### src/pfa_pkg.sv
package pfa_pkg;

    localparam int NUM_PARTITIONS_DEF = 8;
    localparam int SIZE_BITS_DEF      = 16;

    localparam int SLOT_W     = 3;
    localparam int AMOUNT_W   = 16;
    localparam int MODE_W     = 2;
    localparam int S_TDATA_W  = 24;
    localparam int M_TDATA_W  = 40;
    localparam int APB_ADDR_W = 3;
    localparam int APB_DATA_W = 32;

    localparam logic FUNC_LOAD    = 1'b0;
    localparam logic FUNC_REQUEST = 1'b1;

    typedef enum logic [MODE_W-1:0] {
        FIT_FIRST = 2'd0,
        FIT_BEST  = 2'd1,
        FIT_WORST = 2'd2
    } fit_mode_t;

    typedef enum logic [1:0] {
        ST_IDLE,
        ST_SCAN,
        ST_COMMIT
    } state_t;

    typedef struct packed {
        logic clear;
        logic en;
    } pick_ctrl_t;

endpackage

### src/pfa_ram.sv
module pfa_ram #(
    parameter int WIDTH = 16,
    parameter int DEPTH = 8,
    parameter int AW    = (DEPTH > 1) ? $clog2(DEPTH) : 1
) (
    input  logic             aclk,
    input  logic             we,
    input  logic [AW-1:0]    waddr,
    input  logic [WIDTH-1:0] wdata,
    input  logic [AW-1:0]    raddr,
    output logic [WIDTH-1:0] rdata
);

    logic [WIDTH-1:0] mem [DEPTH];
    logic [WIDTH-1:0] rdata_reg;

    always_ff @(posedge aclk) begin
        if (we) begin
            mem[waddr] <= wdata;
        end
        rdata_reg <= mem[raddr];
    end

    assign rdata = rdata_reg;

endmodule

### src/pfa_picker.sv
module pfa_picker #(
    parameter int SIZE_BITS = 16,
    parameter int IDX_W     = 3
) (
    input  logic                        aclk,
    input  logic                        aresetn,
    input  pfa_pkg::pick_ctrl_t         ctrl,
    input  logic [pfa_pkg::MODE_W-1:0]  mode,
    input  logic [SIZE_BITS-1:0]        req,
    input  logic [IDX_W-1:0]            idx,
    input  logic [SIZE_BITS-1:0]        size,
    output logic                        grant,
    output logic [IDX_W-1:0]            best_idx,
    output logic [SIZE_BITS-1:0]        best_size
);

    import pfa_pkg::*;

    logic                 found_reg;
    logic                 found_next;
    logic [IDX_W-1:0]     best_idx_reg;
    logic [IDX_W-1:0]     best_idx_next;
    logic [SIZE_BITS-1:0] best_size_reg;
    logic [SIZE_BITS-1:0] best_size_next;
    logic                 fits;
    logic                 take;

    always_comb begin
        fits = (req <= size);
        case (mode)
            FIT_BEST:  take = fits && (!found_reg || (size < best_size_reg));
            FIT_WORST: take = !found_reg || (size > best_size_reg);
            default:   take = fits && !found_reg;
        endcase

        found_next     = found_reg;
        best_idx_next  = best_idx_reg;
        best_size_next = best_size_reg;
        if (ctrl.clear) begin
            found_next = 1'b0;
        end else if (ctrl.en && take) begin
            found_next     = 1'b1;
            best_idx_next  = idx;
            best_size_next = size;
        end
    end

    always_ff @(posedge aclk) begin
        if (!aresetn) begin
            found_reg <= 1'b0;
        end else begin
            found_reg <= found_next;
        end
        best_idx_reg  <= best_idx_next;
        best_size_reg <= best_size_next;
    end

    assign grant     = found_reg && ((mode != FIT_WORST) || (req <= best_size_reg));
    assign best_idx  = best_idx_reg;
    assign best_size = best_size_reg;

endmodule

### src/partition_fit_allocator.sv
// A request result is offered after the scan, which reads one table entry per cycle from
// the RAM, and the commit state. s_tready is high only in idle, so no new request or load
// is taken until a request has committed; loads are taken one per cycle while idle.
// Commit waits while an earlier result is still held in the output register.
// Reset: aresetn is synchronous, active low; it clears the per-entry valid bits so the
// whole table reads as zero, sets fit_mode to first fit and empties the output register.
module partition_fit_allocator #(
    parameter int NUM_PARTITIONS = pfa_pkg::NUM_PARTITIONS_DEF,
    parameter int SIZE_BITS      = pfa_pkg::SIZE_BITS_DEF
) (
    input  logic                           aclk,
    input  logic                           aresetn,
    // tdata: slot[2:0], amount[18:3], zero fill [23:19]
    input  logic [pfa_pkg::S_TDATA_W-1:0]  s_tdata,
    // tuser: func
    input  logic                           s_tuser,
    input  logic                           s_tvalid,
    output logic                           s_tready,
    // tdata: chosen_slot[2:0], size_before[18:3], size_after[34:19], zero fill [39:35]
    output logic [pfa_pkg::M_TDATA_W-1:0]  m_tdata,
    // tuser: granted
    output logic                           m_tuser,
    output logic                           m_tvalid,
    input  logic                           m_tready,
    input  logic                           psel,
    input  logic                           penable,
    input  logic                           pwrite,
    input  logic [pfa_pkg::APB_ADDR_W-1:0] paddr,
    input  logic [pfa_pkg::APB_DATA_W-1:0] pwdata,
    output logic [pfa_pkg::APB_DATA_W-1:0] prdata,
    output logic                           pready
);

    import pfa_pkg::*;

    localparam int IDX_W = (NUM_PARTITIONS > 1) ? $clog2(NUM_PARTITIONS) : 1;
    localparam int CNT_W = $clog2(NUM_PARTITIONS + 1);

    state_t                state_reg;
    state_t                state_next;
    logic [CNT_W-1:0]      cnt_reg;
    logic [CNT_W-1:0]      cnt_next;
    logic [MODE_W-1:0]     fit_mode_reg;
    logic [SIZE_BITS-1:0]  req_reg;
    logic [NUM_PARTITIONS-1:0] valid_reg;
    logic                  rd_valid_reg;

    logic                  m_tvalid_reg;
    logic                  m_tvalid_next;
    logic                  granted_reg;
    logic [SLOT_W-1:0]     chosen_slot_reg;
    logic [AMOUNT_W-1:0]   size_before_reg;
    logic [AMOUNT_W-1:0]   size_after_reg;

    logic [SLOT_W-1:0]     in_slot;
    logic [AMOUNT_W-1:0]   in_amount;
    logic                  in_accept;
    logic                  load_we;
    logic                  commit;
    logic                  commit_we;
    logic                  out_free;

    logic                  ram_we;
    logic [IDX_W-1:0]      ram_waddr;
    logic [SIZE_BITS-1:0]  ram_wdata;
    logic [IDX_W-1:0]      ram_raddr;
    logic [SIZE_BITS-1:0]  ram_rdata;
    logic [SIZE_BITS-1:0]  entry_size;

    pick_ctrl_t            pick_ctrl;
    logic                  pick_grant;
    logic [IDX_W-1:0]      pick_idx;
    logic [SIZE_BITS-1:0]  pick_size;
    logic [SIZE_BITS-1:0]  pick_after;
    logic [CNT_W-1:0]      cnt_prev;
    logic                  cfg_we;

    assign in_slot   = s_tdata[SLOT_W-1:0];
    assign in_amount = s_tdata[SLOT_W +: AMOUNT_W];
    assign in_accept = s_tvalid && s_tready;
    assign s_tready  = (state_reg == ST_IDLE);
    assign load_we   = in_accept && (s_tuser == FUNC_LOAD)
                       && (32'(in_slot) < 32'(NUM_PARTITIONS));
    assign out_free  = !m_tvalid_reg || m_tready;
    assign commit    = (state_reg == ST_COMMIT) && out_free;
    assign commit_we = commit && pick_grant;
    assign cnt_prev  = cnt_reg - 1'b1;
    assign pick_after = pick_size - req_reg;

    // configuration port
    assign cfg_we = psel && penable && pwrite && pready && !paddr[2];
    assign pready = 1'b1;
    assign prdata = paddr[2] ? '0 : {{(APB_DATA_W-MODE_W){1'b0}}, fit_mode_reg};

    always_ff @(posedge aclk) begin
        if (!aresetn) begin
            fit_mode_reg <= FIT_FIRST;
        end else if (cfg_we) begin
            fit_mode_reg <= pwdata[MODE_W-1:0];
        end
    end

    // sequencer
    always_comb begin
        state_next    = state_reg;
        cnt_next      = cnt_reg;
        m_tvalid_next = m_tvalid_reg && !m_tready;
        pick_ctrl     = '{clear: 1'b0, en: 1'b0};
        case (state_reg)
            ST_IDLE: begin
                if (in_accept && (s_tuser == FUNC_REQUEST)) begin
                    state_next      = ST_SCAN;
                    cnt_next        = '0;
                    pick_ctrl.clear = 1'b1;
                end
            end
            ST_SCAN: begin
                pick_ctrl.en = (cnt_reg != '0);
                if (cnt_reg == CNT_W'(NUM_PARTITIONS)) begin
                    state_next = ST_COMMIT;
                end else begin
                    cnt_next = cnt_reg + 1'b1;
                end
            end
            ST_COMMIT: begin
                if (out_free) begin
                    state_next    = ST_IDLE;
                    m_tvalid_next = 1'b1;
                end
            end
            default: begin
                state_next = ST_IDLE;
            end
        endcase
    end

    always_ff @(posedge aclk) begin
        if (!aresetn) begin
            state_reg    <= ST_IDLE;
            cnt_reg      <= '0;
            m_tvalid_reg <= 1'b0;
        end else begin
            state_reg    <= state_next;
            cnt_reg      <= cnt_next;
            m_tvalid_reg <= m_tvalid_next;
        end
    end

    always_ff @(posedge aclk) begin
        if (in_accept) begin
            req_reg <= SIZE_BITS'(in_amount);
        end
        if (commit) begin
            granted_reg     <= pick_grant;
            chosen_slot_reg <= pick_grant ? SLOT_W'(pick_idx) : '0;
            size_before_reg <= pick_grant ? AMOUNT_W'(pick_size) : '0;
            size_after_reg  <= pick_grant ? AMOUNT_W'(pick_after) : '0;
        end
    end

    // table storage; entries never written since reset read as zero
    assign ram_we    = load_we || commit_we;
    assign ram_waddr = commit_we ? pick_idx : IDX_W'(in_slot);
    assign ram_wdata = commit_we ? pick_after : SIZE_BITS'(in_amount);
    assign ram_raddr = (cnt_reg < CNT_W'(NUM_PARTITIONS)) ? cnt_reg[IDX_W-1:0] : '0;
    assign entry_size = rd_valid_reg ? ram_rdata : '0;

    always_ff @(posedge aclk) begin
        if (!aresetn) begin
            valid_reg <= '0;
        end else if (ram_we) begin
            valid_reg[ram_waddr] <= 1'b1;
        end
        rd_valid_reg <= valid_reg[ram_raddr];
    end

    pfa_ram #(
        .WIDTH (SIZE_BITS),
        .DEPTH (NUM_PARTITIONS),
        .AW    (IDX_W)
    ) u_ram (
        .aclk  (aclk),
        .we    (ram_we),
        .waddr (ram_waddr),
        .wdata (ram_wdata),
        .raddr (ram_raddr),
        .rdata (ram_rdata)
    );

    pfa_picker #(
        .SIZE_BITS (SIZE_BITS),
        .IDX_W     (IDX_W)
    ) u_picker (
        .aclk      (aclk),
        .aresetn   (aresetn),
        .ctrl      (pick_ctrl),
        .mode      (fit_mode_reg),
        .req       (req_reg),
        .idx       (cnt_prev[IDX_W-1:0]),
        .size      (entry_size),
        .grant     (pick_grant),
        .best_idx  (pick_idx),
        .best_size (pick_size)
    );

    assign m_tvalid = m_tvalid_reg;
    assign m_tuser  = granted_reg;
    assign m_tdata  = {{(M_TDATA_W-SLOT_W-2*AMOUNT_W){1'b0}},
                       size_after_reg, size_before_reg, chosen_slot_reg};

`ifndef NO_ASSERTIONS
    a_scan_no_write: assert property (@(posedge aclk) disable iff (!aresetn)
        (state_reg == ST_SCAN) |-> !ram_we)
        else $error("table written during scan");

    a_cnt_bound: assert property (@(posedge aclk) disable iff (!aresetn)
        cnt_reg <= CNT_W'(NUM_PARTITIONS))
        else $error("scan counter out of range");

    a_grant_fits: assert property (@(posedge aclk) disable iff (!aresetn)
        commit_we |-> (pick_size >= req_reg))
        else $error("granted partition smaller than request");

    a_wait_zero: assert property (@(posedge aclk) disable iff (!aresetn)
        (commit && !pick_grant) |=> (m_tvalid && !m_tuser && (m_tdata == '0)))
        else $error("waiting result carries nonzero fields");

    a_commit_frees: assert property (@(posedge aclk) disable iff (!aresetn)
        commit |=> (state_reg == ST_IDLE) && m_tvalid)
        else $error("commit did not present a result");
`endif

endmodule
### config.mk
export PLATFORM = sky130hd
export DESIGN_NAME = partition_fit_allocator
export DESIGN_NICKNAME = d
export VERILOG_FILES = /design/src/pfa_pkg.sv /design/src/pfa_ram.sv /design/src/pfa_picker.sv /design/src/partition_fit_allocator.sv
export SDC_FILE = /design/constraint.sdc
export NUM_CORES = 1
export LEC_CHECK = 0
export ABC_AREA = 0
export BUFFER_PORTS_ARGS = -buffer_cell sky130_fd_sc_hd__buf_4
export CORE_UTILIZATION = 50
export CTS_CLUSTER_SIZE = 10
export DETAILED_ROUTE_END_ITERATION = 6
export PLACE_DENSITY_LB_ADDON = 0.08
export SLEW_MARGIN = 20
export SYNTH_ARGS = -nofsm -noshare
export SYNTH_HDL_FRONTEND = slang
export SYNTH_SLANG_ARGS = --single-unit
### constraint.sdc
create_clock -name aclk -period 4.48 [get_ports aclk]
set_input_delay 0.448 -clock aclk [delete_from_list [all_inputs] [get_ports aclk]]
set_output_delay 0.448 -clock aclk [all_outputs]
set_load 0.01 [all_outputs]
* Word level (Yosys, flattened, before mapping)
Memories as Yosys holds them, arrays and structs flattened. A register that Yosys moved wholly into a read port is not among the register bits.
Index checks and enable logic that the tools add are counted.
** Word-level totals
- Flip-flop bits (word level) :: 90
- Bits in writable memories :: 128
- Output and inout port bits :: 76
- Memories kept :: 1
** Memories
- u_ram.mem :: depth 8, width 16, read ports 1, clocked after Yosys merged registers in 1, write ports 1, RTL line pfa_ram.sv:14 : logic [WIDTH-1:0] mem [DEPTH];
** Operators by class
- $add $sub $neg :: 3
- Order comparisons :: 8
- Eq/ne operators :: 10
- Multiplexer cells :: 24
- Bitwise logic cells :: 4
- Reduce and logical (&&, ||, !) cells :: 30
** Operator list (count)
- 16-bit <= comparator :: 2
- 16-bit two-way mux :: 2
- 16-bit > comparator :: 1
- 16-bit < comparator :: 1
- 16-bit subtractor :: 1
- 1-bit logical AND :: 14
- 1-bit two-way mux :: 9
- 3-bit by 4-bit < comparator with 1-bit output (second input constant) :: 2
- 2-bit two-way mux :: 4
- 4-bit two-way mux :: 2
- 2-bit != test (second input constant) :: 4
- 8-bit bitwise OR :: 1
- 4-bit one-hot mux with 2 select lines :: 1
- 3-bit two-way mux :: 2
- 2-bit one-hot mux with 3 select lines :: 1
- 3-bit AND reduction :: 2
- 1-bit logical OR :: 5
- 4-bit by 1-bit adder with 4-bit output (second input constant) :: 1
- 2-bit by 1-bit equality test with 1-bit output (second input constant) :: 2
- 2-bit equality test (second input constant) :: 2
- 4-bit equality test (second input constant) :: 1
- 1-bit logical NOT :: 4
- 4-bit < comparator (second input constant) :: 1
- 4-bit nonzero test :: 1
- other kinds (11) :: 13

* Longest topological paths before layout
Gate-level depths: netlist of the first run.
- Depth in word-level cells :: 10
- Depth in mapped cells :: 11
- Depth with buffers taken out :: 9

* Cells and area by module
Synthesis of the first run repeated with hierarchy kept, for this count alone.
** Second synthesis, totals
- Cells, all modules :: 817
- Area, all modules :: 11344.6 sq um
** By module, submodules not included
- pfa_ram :: times used 1, cells each 214, area an instance 5293.8 sq um
- partition_fit_allocator :: times used 1, cells each 419, area an instance 4239.1 sq um
- pfa_picker :: times used 1, cells each 184, area an instance 1811.7 sq um

* Worst setup path after synthesis of the first run
Ideal clock, no wire load.
- Kind :: register to register
- Start point :: register rd_valid_reg
- End point :: register u_picker.best_idx_reg[0], in the netlist u_picker.best_idx[0] (enable)
- Setup time :: 0.423 ns
- Data arrival time :: 3.372 ns
- Required time :: 4.057 ns
- Slack :: 0.685 ns
- Cell stages (with the launch flop) :: 11
- Path buffers :: 2
- Cells stage by stage :: dfxtp_1 clkbuf_1 clkbuf_1 nand2_1 inv_1 ha_1 a21oi_1 o21ai_0 o311ai_0 a21oi_1 nor3b_1
** On the way
- Longest elaborated chain between the ends :: 7
- Elaborated cells on any way between the ends :: 11
** Ends and longest elaborated chain
- from (decl) :: RTL line partition_fit_allocator.sv:46 : logic rd_valid_reg;
- from (signal assigned) :: RTL line partition_fit_allocator.sv:174 : rd_valid_reg <= valid_reg[ram_raddr];
- 16-bit two-way mux (*) :: RTL line partition_fit_allocator.sv:166 : assign entry_size = rd_valid_reg ? ram_rdata : '0;
- via entry_size[5] :: RTL line partition_fit_allocator.sv:68 : logic [SIZE_BITS-1:0] entry_size;
- 16-bit < comparator :: RTL line pfa_picker.sv:31 : FIT_BEST: take = fits && (!found_reg || (size < best_size_reg));
- 1-bit logical OR :: RTL line pfa_picker.sv:31
- 1-bit logical AND :: RTL line pfa_picker.sv:31
- 1-bit one-hot mux with 2 select lines (*) :: RTL line pfa_picker.sv:30 : case (mode)
- 1-bit logical AND (*) :: RTL line pfa_picker.sv:41 : end else if (ctrl.en && take) begin
- 2-bit AND reduction (no line) (*)
- to (signal assigned) :: RTL line pfa_picker.sv:54 : best_idx_reg <= best_idx_next;
- to (decl) :: RTL line pfa_picker.sv:21 : logic [IDX_W-1:0] best_idx_reg;
The timed path passes the listed nets; every way through them passes the cells marked *.
A chain may end at the register's enable or synchronous reset.

* Worst setup path after layout of the first run
- Start point :: register req_reg[0]
- End point :: memory u_ram.mem[2][0] (data pin)
** On the way
- Longest elaborated chain between the ends :: 5
- Elaborated cells on any way between the ends :: 6
** Ends and longest elaborated chain
- from (decl) :: RTL line partition_fit_allocator.sv:44 : logic [SIZE_BITS-1:0] req_reg;
- from (signal assigned) :: RTL line partition_fit_allocator.sv:151 : req_reg <= SIZE_BITS'(in_amount);
- 16-bit <= comparator :: RTL line pfa_picker.sv:58 : assign grant = found_reg && ((mode != FIT_WORST) || (req <= best_size_reg));
- 1-bit logical OR :: RTL line pfa_picker.sv:58
- 1-bit logical AND :: RTL line pfa_picker.sv:58
- 1-bit logical AND :: RTL line partition_fit_allocator.sv:86 : assign commit_we = commit && pick_grant;
- 16-bit two-way mux (*) :: RTL line partition_fit_allocator.sv:164 : assign ram_wdata = commit_we ? pick_after : SIZE_BITS'(in_amount);
- via ram_wdata[0] :: RTL line partition_fit_allocator.sv:65 : logic [SIZE_BITS-1:0] ram_wdata;
- to (decl) :: RTL line pfa_ram.sv:14
Marks and branches as above.

==> qor.txt, run 1 <==
Cells after DPL: 1122
critical path launch point type: flop
I/O pins: 143
area of the core: 21300 sq um
Post-Syn Area per Cell: 13.9 sq um
initial antenna violation count: 0
standard-cell row count: 53
wire per inst: 20.0 um
Crit path largest cell delay: 710 ps
Die W: 150 um
worst skew pair latency: 530 ps
Root Buffer Master: clkbuf_16
Largest Register: u_ram.mem
Initial Util: 51.7%
Peak supply drop: 0.000372 V
Max Cap Viol: 0
drt total wl: 23400 um
share of the synthesized area in the top cell type: 54.3%
Resized Gates After CTS: 0
Overall Global Routing Usage: 21.6%
post-route ant nets: 0
Yosys reg bits: 234
critical path required time: 4690 ps
unique cell type count in the Yosys netlist: 60
Total Neg Setup Slack: 0 ps
worst slack, placed: 985 ps
DIE AREA: 22600 sq um
Post-Synth Adder-Cell Area: 5.87%
Max H-tree Level: 1
worst hold path class: input pin to flop
Synth Area in XOR/XNOR: 1.11%
largest family of logic cells by synthesized area: multiplexers
HPWL Detailed: 16800 um
Max Slew Vio Count: 0
worst rel slew slack: 31.8%
CP cell instances: ha_1, fa_1, nand2b_1, a21oi_2, a41oi_1, o31ai_4, o21ai_4, mux2i_1
TritonCTS Buffers: 27
Worst-path clk slew: 60 ps
drt drc: 0
mux cell area share after synthesis: 10.8%
Max stage delay cell, worst path: mux2i_1
setup bufs post-CTS: 0
Antenna Cells: 0
Final Net Count: 994
asr flop ratio synth: 0%
# setup viols final: 0
Vias: 6425
Initial DRT Pass Iterations: 5
Synth area leader: edfxtp_1
sequential-to-total area share from yosys stat: 60.7%
Layout area overhead: 13.3%
largest net degree at the start of global routing: 37
DRT iter0 DRCs: 497
Bufs on Longest Clock Path: 3
multi-input logic area: 3790 sq um
commonest cells in the netlist: 199 x edfxtp_1, 67 x inv_1, 53 x nor2_1
gr ovfl total: 0
cts hold-fix bufs: 0
Worst Setup End Kind: flop
Max FO, Critical Path: 16
routability cong.: 0.944
power density over the cells: 372 nW/um^2
worst slew pin tran: 1020 ps
RSZ-0062 raised after global routing: false
Post-synth EDFFs: 199
Layout Cells excl Fill: 1171
ys flop type: edfxtp_1
vias in the first global route: 6587
Synth Area in Compound Gates: 6.45%
Avg Vias per Cell: 5.49
Final min period: 3530 ps
Synth area leaders: edfxtp_1 54%, mux4_2 7.0%, dfxtp_1 6.4%
Max Clk Rate: 0.283 GHz
Syn. warnings: 0
PnR worst setup slack: 950 ps
FF/Latch Area: 6680 sq um
Worst R2R Setup Slack: 950 ps
Clock Sinks: 234
fin crit share: 78.8%
Die Y: 150 um
Pleak: 4.88 nW
delay-heaviest family, CP: compound AO/OA/AOI/OAI gates
proportion of layout cells with a drive suffix above 1: 22.3%
outcome: finished clean
Worst Path Buf+Inv: 0
Crit Path Class: flop to flop
Final Hold Viols: 0
Power, Total: 0.00463 W
max FFs per register: 128
final worst clock skew: 16.3 ps
most common cell in the synthesized netlist: edfxtp_1
fillers: 1682
Mapped Cells: 789
CTS tree: yes
Synth Cell Area: 11000 sq um
Port-buffer cells: 69
final instance area: 12500 sq um
first-pass GRT wire length: 36300 um
post-place instance area: 11700 sq um
WP data arrival: 3740 ps
Post-Synth Simple-Gate Area: 8.86%
-- placed cells by master (no fill, tap or decap), drive strengths merged, types with 16 or more instances in the layout --
cell type,count
nand2,51
buf,83
nor2,53
a21oi,38
mux2,30
clkbuf,49
edfxtp,199
conb,36
inv,67
mux4,34
nor2b,16
dfxtp,35
ha,50
o21ai,19
-- worst reg2reg max path: stages (launching register included) --
cell,delay [ps]
edfxtp_1,400
ha_1,240
fa_1,390
nand2b_1,200
a21oi_2,200
a41oi_1,100
o31ai_4,640
o21ai_4,320
mux2i_1,720
-- final cells by class --
| cell class | instances | share of cell area [%] |
|---|---|---|
| Sequential cell | 234 | 53.6 |
| Tap cell | 275 | 2.76 |
| Timing Repair Buffer | 83 | 5.00 |
| Multi-Input combinational cell | 463 | 30.5 |
| Clock buffer | 49 | 6.17 |
| Inverter | 67 | 2.02 |
-- per-stage QoR --
stage	hold WS [ps]	util [%]
2_1_floorplan	436	-
3_3_place_gp	456	54.9
3_5_place_dp	464	54.9
4_1_cts	94.1	58.5
5_1_grt	104	58.5
6_report	113	58.5
-- path summary, 6_finish.rpt --
kind / from / to / depth (start not counted)
max: req_reg[0] / u_ram.mem[2][0] / 8
min: s_tdata[6] / req_reg[3] / 1
max reg2reg: req_reg[0] / u_ram.mem[2][0] / 8
min reg2reg: valid_reg[7] / valid_reg[7] / 2
-- power breakdown --
group | total (W) | internal, W | switching [W]
Combinational | 0.000290 | 0.000114 | 0.000176
Clock | 0.00194 | 0.00114 | 0.000797
Sequential | 0.00240 | 0.00239 | 0.0000141
Total | 0.00463 | 0.00364 | 0.000987
-- per-layer routing --
metal	up-vias	track usage [%]	share of wire [%]
li1	3006	-	-
met1	3169	28.3	43
met2	205	37.0	49
met3	45	3.33	5.2
met4	0	6.62	2.3
met5	-	0	0
-- logic make-up (layout without fill, tap and decap cells) --
| logic type | after synthesis | after routing |
|---|---|---|
| DFF | 234 | 234 |
| and+or+nand+nor | 187 | 187 |
| buffers and inverters | 126 | 199 |
| AOI/OAI and AO/OA | 105 | 105 |
| muxes | 70 | 70 |
| adders and majority gates | 51 | 51 |
| xor gates and xnor gates | 14 | 14 |
| other | 2 | 36 |
(Power assumes the default switching activity.)
==> inputs of run 2 (changes only) <==
==> constraint.sdc (replaced) <==
create_clock -name aclk -period 3.7 [get_ports aclk]
set_input_delay 0.37 -clock aclk [delete_from_list [all_inputs] [get_ports aclk]]
set_output_delay 0.37 -clock aclk [all_outputs]
set_load 0.01 [all_outputs]
==> run 2 against run 1 <==
Effect of this change: clock power grew 22%; fmax grew 4.1%; count of clock-buffer cells in the layout shrank 1; final area grew 0.64%; largest cell class unchanged; largest power group unchanged; wire length grew 2.2%.
==> qor.txt, run 2 (synthesized netlist as in run 1, its figures left out) <==
Worst-path clk slew: 60 ps (about the same)
Total Neg Setup Slack: 0 ps (unchanged)
drt drc: 0 (unchanged)
Power, Total: 0.00563 W (+22%)
Crit Path Class: flop to flop
Initial DRT Pass Iterations: 5 (unchanged)
area of the core: 21300 sq um (unchanged)
worst hold path class: input pin to flop
Die Y: 150 um (unchanged)
fillers: 1719 (+2.2%)
Peak supply drop: 0.000369 V (-0.77%)
worst slew pin tran: 1050 ps (+26.8 ps)
Max Slew Vio Count: 0 (unchanged)
max FFs per register: 128 (unchanged)
Final Hold Viols: 0 (unchanged)
Vias: 6487 (+0.96%)
post-route ant nets: 0 (unchanged)
Final Net Count: 1002 (+0.80%)
PnR worst setup slack: 309 ps (-641 ps)
Initial Util: 51.7% (unchanged)
power density over the cells: 449 nW/um^2 (+21%)
Final min period: 3390 ps (-139 ps)
cts hold-fix bufs: 4 (+4)
Max stage delay cell, worst path: mux2i_1
HPWL Detailed: 16700 um (-0.68%)
Max FO, Critical Path: 16 (unchanged)
Worst Setup End Kind: flop
largest net degree at the start of global routing: 37 (unchanged)
Max Clk Rate: 0.295 GHz (+4.1%)
CP cell instances: inv_1, ha_1, a21oi_1, o21ai_2, a41oi_1, o31ai_4, o21ai_4, mux2i_1
Pleak: 4.92 nW (+0.83%)
Antenna Cells: 0 (unchanged)
Max Cap Viol: 0 (unchanged)
Bufs on Longest Clock Path: 3 (unchanged)
critical path launch point type: flop
first-pass GRT wire length: 36400 um (+0.31%)
drt total wl: 23900 um (+2.2%)
wire per inst: 20.3 um (+1.4%)
worst slack, placed: 298 ps (-687 ps)
Resized Gates After CTS: 0 (unchanged)
CTS tree: yes
Clock Sinks: 234 (unchanged)
# setup viols final: 0 (unchanged)
Overall Global Routing Usage: 21.8% (+0.20 points)
TritonCTS Buffers: 27 (unchanged)
critical path required time: 3950 ps (-740 ps)
gr ovfl total: 0 (unchanged)
vias in the first global route: 6477 (-1.7%)
standard-cell row count: 53 (unchanged)
outcome: finished clean
I/O pins: 143 (unchanged)
WHS: 19.3 ps (-93.8 ps)
Die W: 150 um (unchanged)
Root Buffer Master: clkbuf_16
DRT iter0 DRCs: 377 (-24%)
proportion of layout cells with a drive suffix above 1: 22.5% (+0.22 points)
final worst clock skew: 11.9 ps (-4.44 ps)
WP data arrival: 3640 ps (-100 ps)
Port-buffer cells: 69 (unchanged)
Largest Register: u_ram.mem
RSZ-0062 raised after global routing: false
most common cell after layout, fill and taps aside: edfxtp_1
Layout area overhead: 14.0%
fin crit share: 91.6% (+13 points)
worst skew pair latency: 550 ps (+20 ps)
Max H-tree Level: 1 (unchanged)
DIE AREA: 22600 sq um (unchanged)
worst rel slew slack: 30.2% (-1.6 points)
setup bufs post-CTS: 0 (unchanged)
Final Util: 58.9% (+0.38 points)
Crit path largest cell delay: 640 ps (-70 ps)
Avg Vias per Cell: 5.50 (+0.19%)
most frequent cells in the layout: 199 x edfxtp_1, 87 x buf_4, 67 x inv_1
initial antenna violation count: 0 (unchanged)
routability cong.: 0.903 (-4.4%)
[run 2: cell count changes in the layout (fill, tap and decap cells not counted)]
cell	delta
buf_4	+4
dlygate4sd3_1	+4
clkbuf_8	-1
clkinv_1	+1
inv_16	+1
[run 2: cell type report]
cell class                      instances  area [sq um]  area share [%]
Clock buffer                           48           754            6.02
Clock inverter                          2          23.8           0.190
Inverter                               67           251            2.01
Multi-Input combinational cell        463          3790            30.3
Sequential cell                       234          6680            53.2
Tap cell                              275           344            2.74
Timing Repair Buffer                   91           693            5.53
[run 2: layer usage]
layer  up-vias  share of wire [%]  track usage, %
met2       198                 49            36.2
met4         0                2.6            6.92
li1       3029                  -               -
met3        45                5.0            3.70
met5         -                  0               0
met1      3215                 44            29.3
[run 2: worst paths after layout]
kind | slack [ps] | endpoint | startpoint | cells past startpoint
hold / removal | 20 | req_reg[10] | s_tdata[13] | 1
hold reg to reg | 490 | valid_reg[1] | valid_reg[1] | 2
setup reg to reg | 310 | u_ram.mem[4][1] | req_reg[7] | 8
setup / recovery | 310 | u_ram.mem[4][1] | req_reg[7] | 8
[run 2: metrics by stage]
stage,cells,cell area [sq um]
after CTS,1180,12500
after detailed placement,1126,11700
after global routing,1180,12500
final,1180,12500
after floorplan,823,11100
after global placement,1126,11700
[run 2: critical path, delay by kind of cell, from the launching register on]
family / cells / cell delay (ps)
compound gates: 5 / 1630
mux: 1 / 640
fa+ha+maj: 1 / 380
flops: 1 / 370
buf+inv: 1 / 60
[run 2: power by group]
group,internal (W),leakage [nW],switching (W)
registers,0.00289,2.07,0.0000190
clock network,0.00137,0.369,0.000999
logic,0.000141,2.48,0.000210
total,0.00441,4.92,0.00123
==> inputs of run 3 (changes only) <==
--- a/config.mk
+++ b/config.mk
@@ -11,6 +11,7 @@
 export CTS_CLUSTER_SIZE = 10
 export DETAILED_ROUTE_END_ITERATION = 6
 export PLACE_DENSITY_LB_ADDON = 0.08
+export REMOVE_ABC_BUFFERS = 1
 export SLEW_MARGIN = 20
 export SYNTH_ARGS = -nofsm -noshare
 export SYNTH_HDL_FRONTEND = slang
==> run 3 against run 2 <==
Effect of this change: sequential power about the same; clock skew up 4.7 ps; global-route usage up 0.20 points; clock power up 4%; count of clock-buffer cells in the layout unchanged; final area up 0.73%.
==> qor.txt, run 3 (synthesized netlist as in run 1, its figures left out) <==
Overall Global Routing Usage: 22.0% (+0.20 points)
worst setup path startpoint: u_picker.best_size[7]
most common cell after layout, fill and taps aside: edfxtp_1
area of the core: 21300 sq um (unchanged)
power density over the cells: 454 nW/um^2 (+1.1%)
Total Neg Setup Slack: 0 ps (unchanged)
Max H-tree Level: 1 (unchanged)
critical path required time: 3950 ps (about the same)
TritonCTS Buffers: 28 (+3.7%)
fin crit share: 92.0% (+0.31 points)
Max Slew Vio Count: 0 (unchanged)
Bufs on Longest Clock Path: 3 (unchanged)
worst skew pair latency: 550 ps (about the same)
Avg Vias per Cell: 5.45 (-0.87%)
Max Cap Viol: 0 (unchanged)
Initial DRT Pass Iterations: 4 (-1)
Final min period: 3400 ps (+11.4 ps)
Final Hold Viols: 0 (unchanged)
first-pass GRT wire length: 36800 um (+1.2%)
worst rel slew slack: 30.5% (+0.34 points)
Root Buffer Master: clkbuf_16
DIE AREA: 22600 sq um (unchanged)
drt total wl: 23700 um (-0.71%)
Antenna Cells: 0 (unchanged)
RSZ-0062 raised after global routing: false
worst slack, placed: 350 ps (+52.1 ps)
Layout area overhead: 14.8%
Cells after DPL: 1127 (+0.089%)
Worst-path clk slew: 60 ps (about the same)
critical path launch point type: flop
wire per inst: 20.0 um (-1.2%)
Largest Register: u_ram.mem
CTS tree: yes
Final Util: 59.3% (+0.43 points)
WP data arrival: 3650 ps (about the same)
Pleak: 4.96 nW (+0.82%)
most frequent cells in the layout: 199 x edfxtp_1, 88 x buf_4, 67 x inv_1
proportion of layout cells with a drive suffix above 1: 22.9% (+0.40 points)
max FFs per register: 128 (unchanged)
Peak supply drop: 0.000410 V (+11%)
PnR worst setup slack: 298 ps (-11.4 ps)
outcome: finished clean
Vias: 6463 (-0.37%)
routability cong.: 0.947 (+4.9%)
vias in the first global route: 6633 (+2.4%)
Worst Setup End Kind: flop
largest net degree at the start of global routing: 37 (unchanged)
drt drc: 0 (unchanged)
Power, Total: 0.00574 W (+1.8%)
gr ovfl total: 0 (unchanged)
worst slew pin tran: 1040 ps (-5.07 ps)
Worst R2R Setup Slack: 300 ps (about the same)
# setup viols final: 0 (unchanged)
Worst Hold Launch: s_tdata[16]
Crit Path Class: flop to flop
post-route ant nets: 0 (unchanged)
HPWL Detailed: 16400 um (-1.8%)
standard-cell row count: 53 (unchanged)
Clock Sinks: 234 (unchanged)
Die W: 150 um (unchanged)
final worst clock skew: 16.6 ps (+4.65 ps)
Max FO, Critical Path: 16 (unchanged)
Final Net Count: 1007 (+0.50%)
I/O pins: 143 (unchanged)
Layout Cells excl Fill: 1186 (+0.51%)
Die Y: 150 um (unchanged)
launch point of the worst reg-to-reg path: u_picker.best_size[7]
worst hold path class: input pin to flop
setup bufs post-CTS: 0 (unchanged)
Initial Util: 51.7% (unchanged)
Port-buffer cells: 69 (unchanged)
initial antenna violation count: 0 (unchanged)
Max Clk Rate: 0.294 GHz (-0.34%)
DRT iter0 DRCs: 415 (+10%)
run 3: cell types whose count changed in the layout (fill, tap and decap cells not counted):
cell / before / now
buf_4: 87 / 88
clkbuf_1: 21 / 19
clkbuf_16: 27 / 28
clkbuf_8: 0 / 1
clkinv_16: 0 / 1
clkinv_2: 0 / 1
clkinvlp_4: 0 / 1
dlygate4sd3_1: 4 / 7
inv_16: 1 / 0
run 3: worst paths after layout:
| kind | endpoint | cells past startpoint |
|---|---|---|
| setup / recovery | u_ram.mem[4][1] | 7 |
| hold / removal | req_reg[13] | 1 |
| setup reg to reg | u_ram.mem[4][1] | 7 |
| hold reg to reg | valid_reg[7] | 2 |
run 3: stage by stage:
| stage | hold slack, ps | instance area [sq um] |
|---|---|---|
| floorplan | 437 | 10700 |
| global placement | 454 | 11700 |
| detailed placement | 458 | 11700 |
| CTS | 1.11 | 12600 |
| global route | 7.53 | 12600 |
| finish | 22.3 | 12600 |
run 3: area by class of cell:
class	count	area (sq um)
Multi-Input combinational cell	463	3790
Tap cell	275	344
Fill cell	1682	8660
Timing Repair Buffer	95	731
Inverter	67	251
Clock buffer	48	786
Sequential cell	234	6680
Clock inverter	4	46.3
run 3: power by group:
part | leakage [nW] | internal [W] | switching, W
registers | 2.07 | 0.00289 | 0.0000171
logic | 2.50 | 0.000144 | 0.000214
clock network | 0.392 | 0.00144 | 0.00103
run 3: layer usage:
layer / wire (um) / GRT usage [%]
met5: 0 / 0
met1: 10100 / 28.8
met2: 11700 / 37.6
met4: 649 / 6.87
met3: 1270 / 3.45
run 3: repair_timing:
item | 4_1_cts | 5_1_grt
resized for setup | 0 | 0
hold endpoints to repair | 7 | 0
hold buffers | 7 | 0
run 3: worst max-delay path, cell delays in order (launching register included):
cell	delay (ps)
edfxtp_1	410
ha_1	390
a21oi_1	230
o21ai_2	120
a41oi_1	440
o31ai_4	270
o21ai_4	590
mux2i_1	650
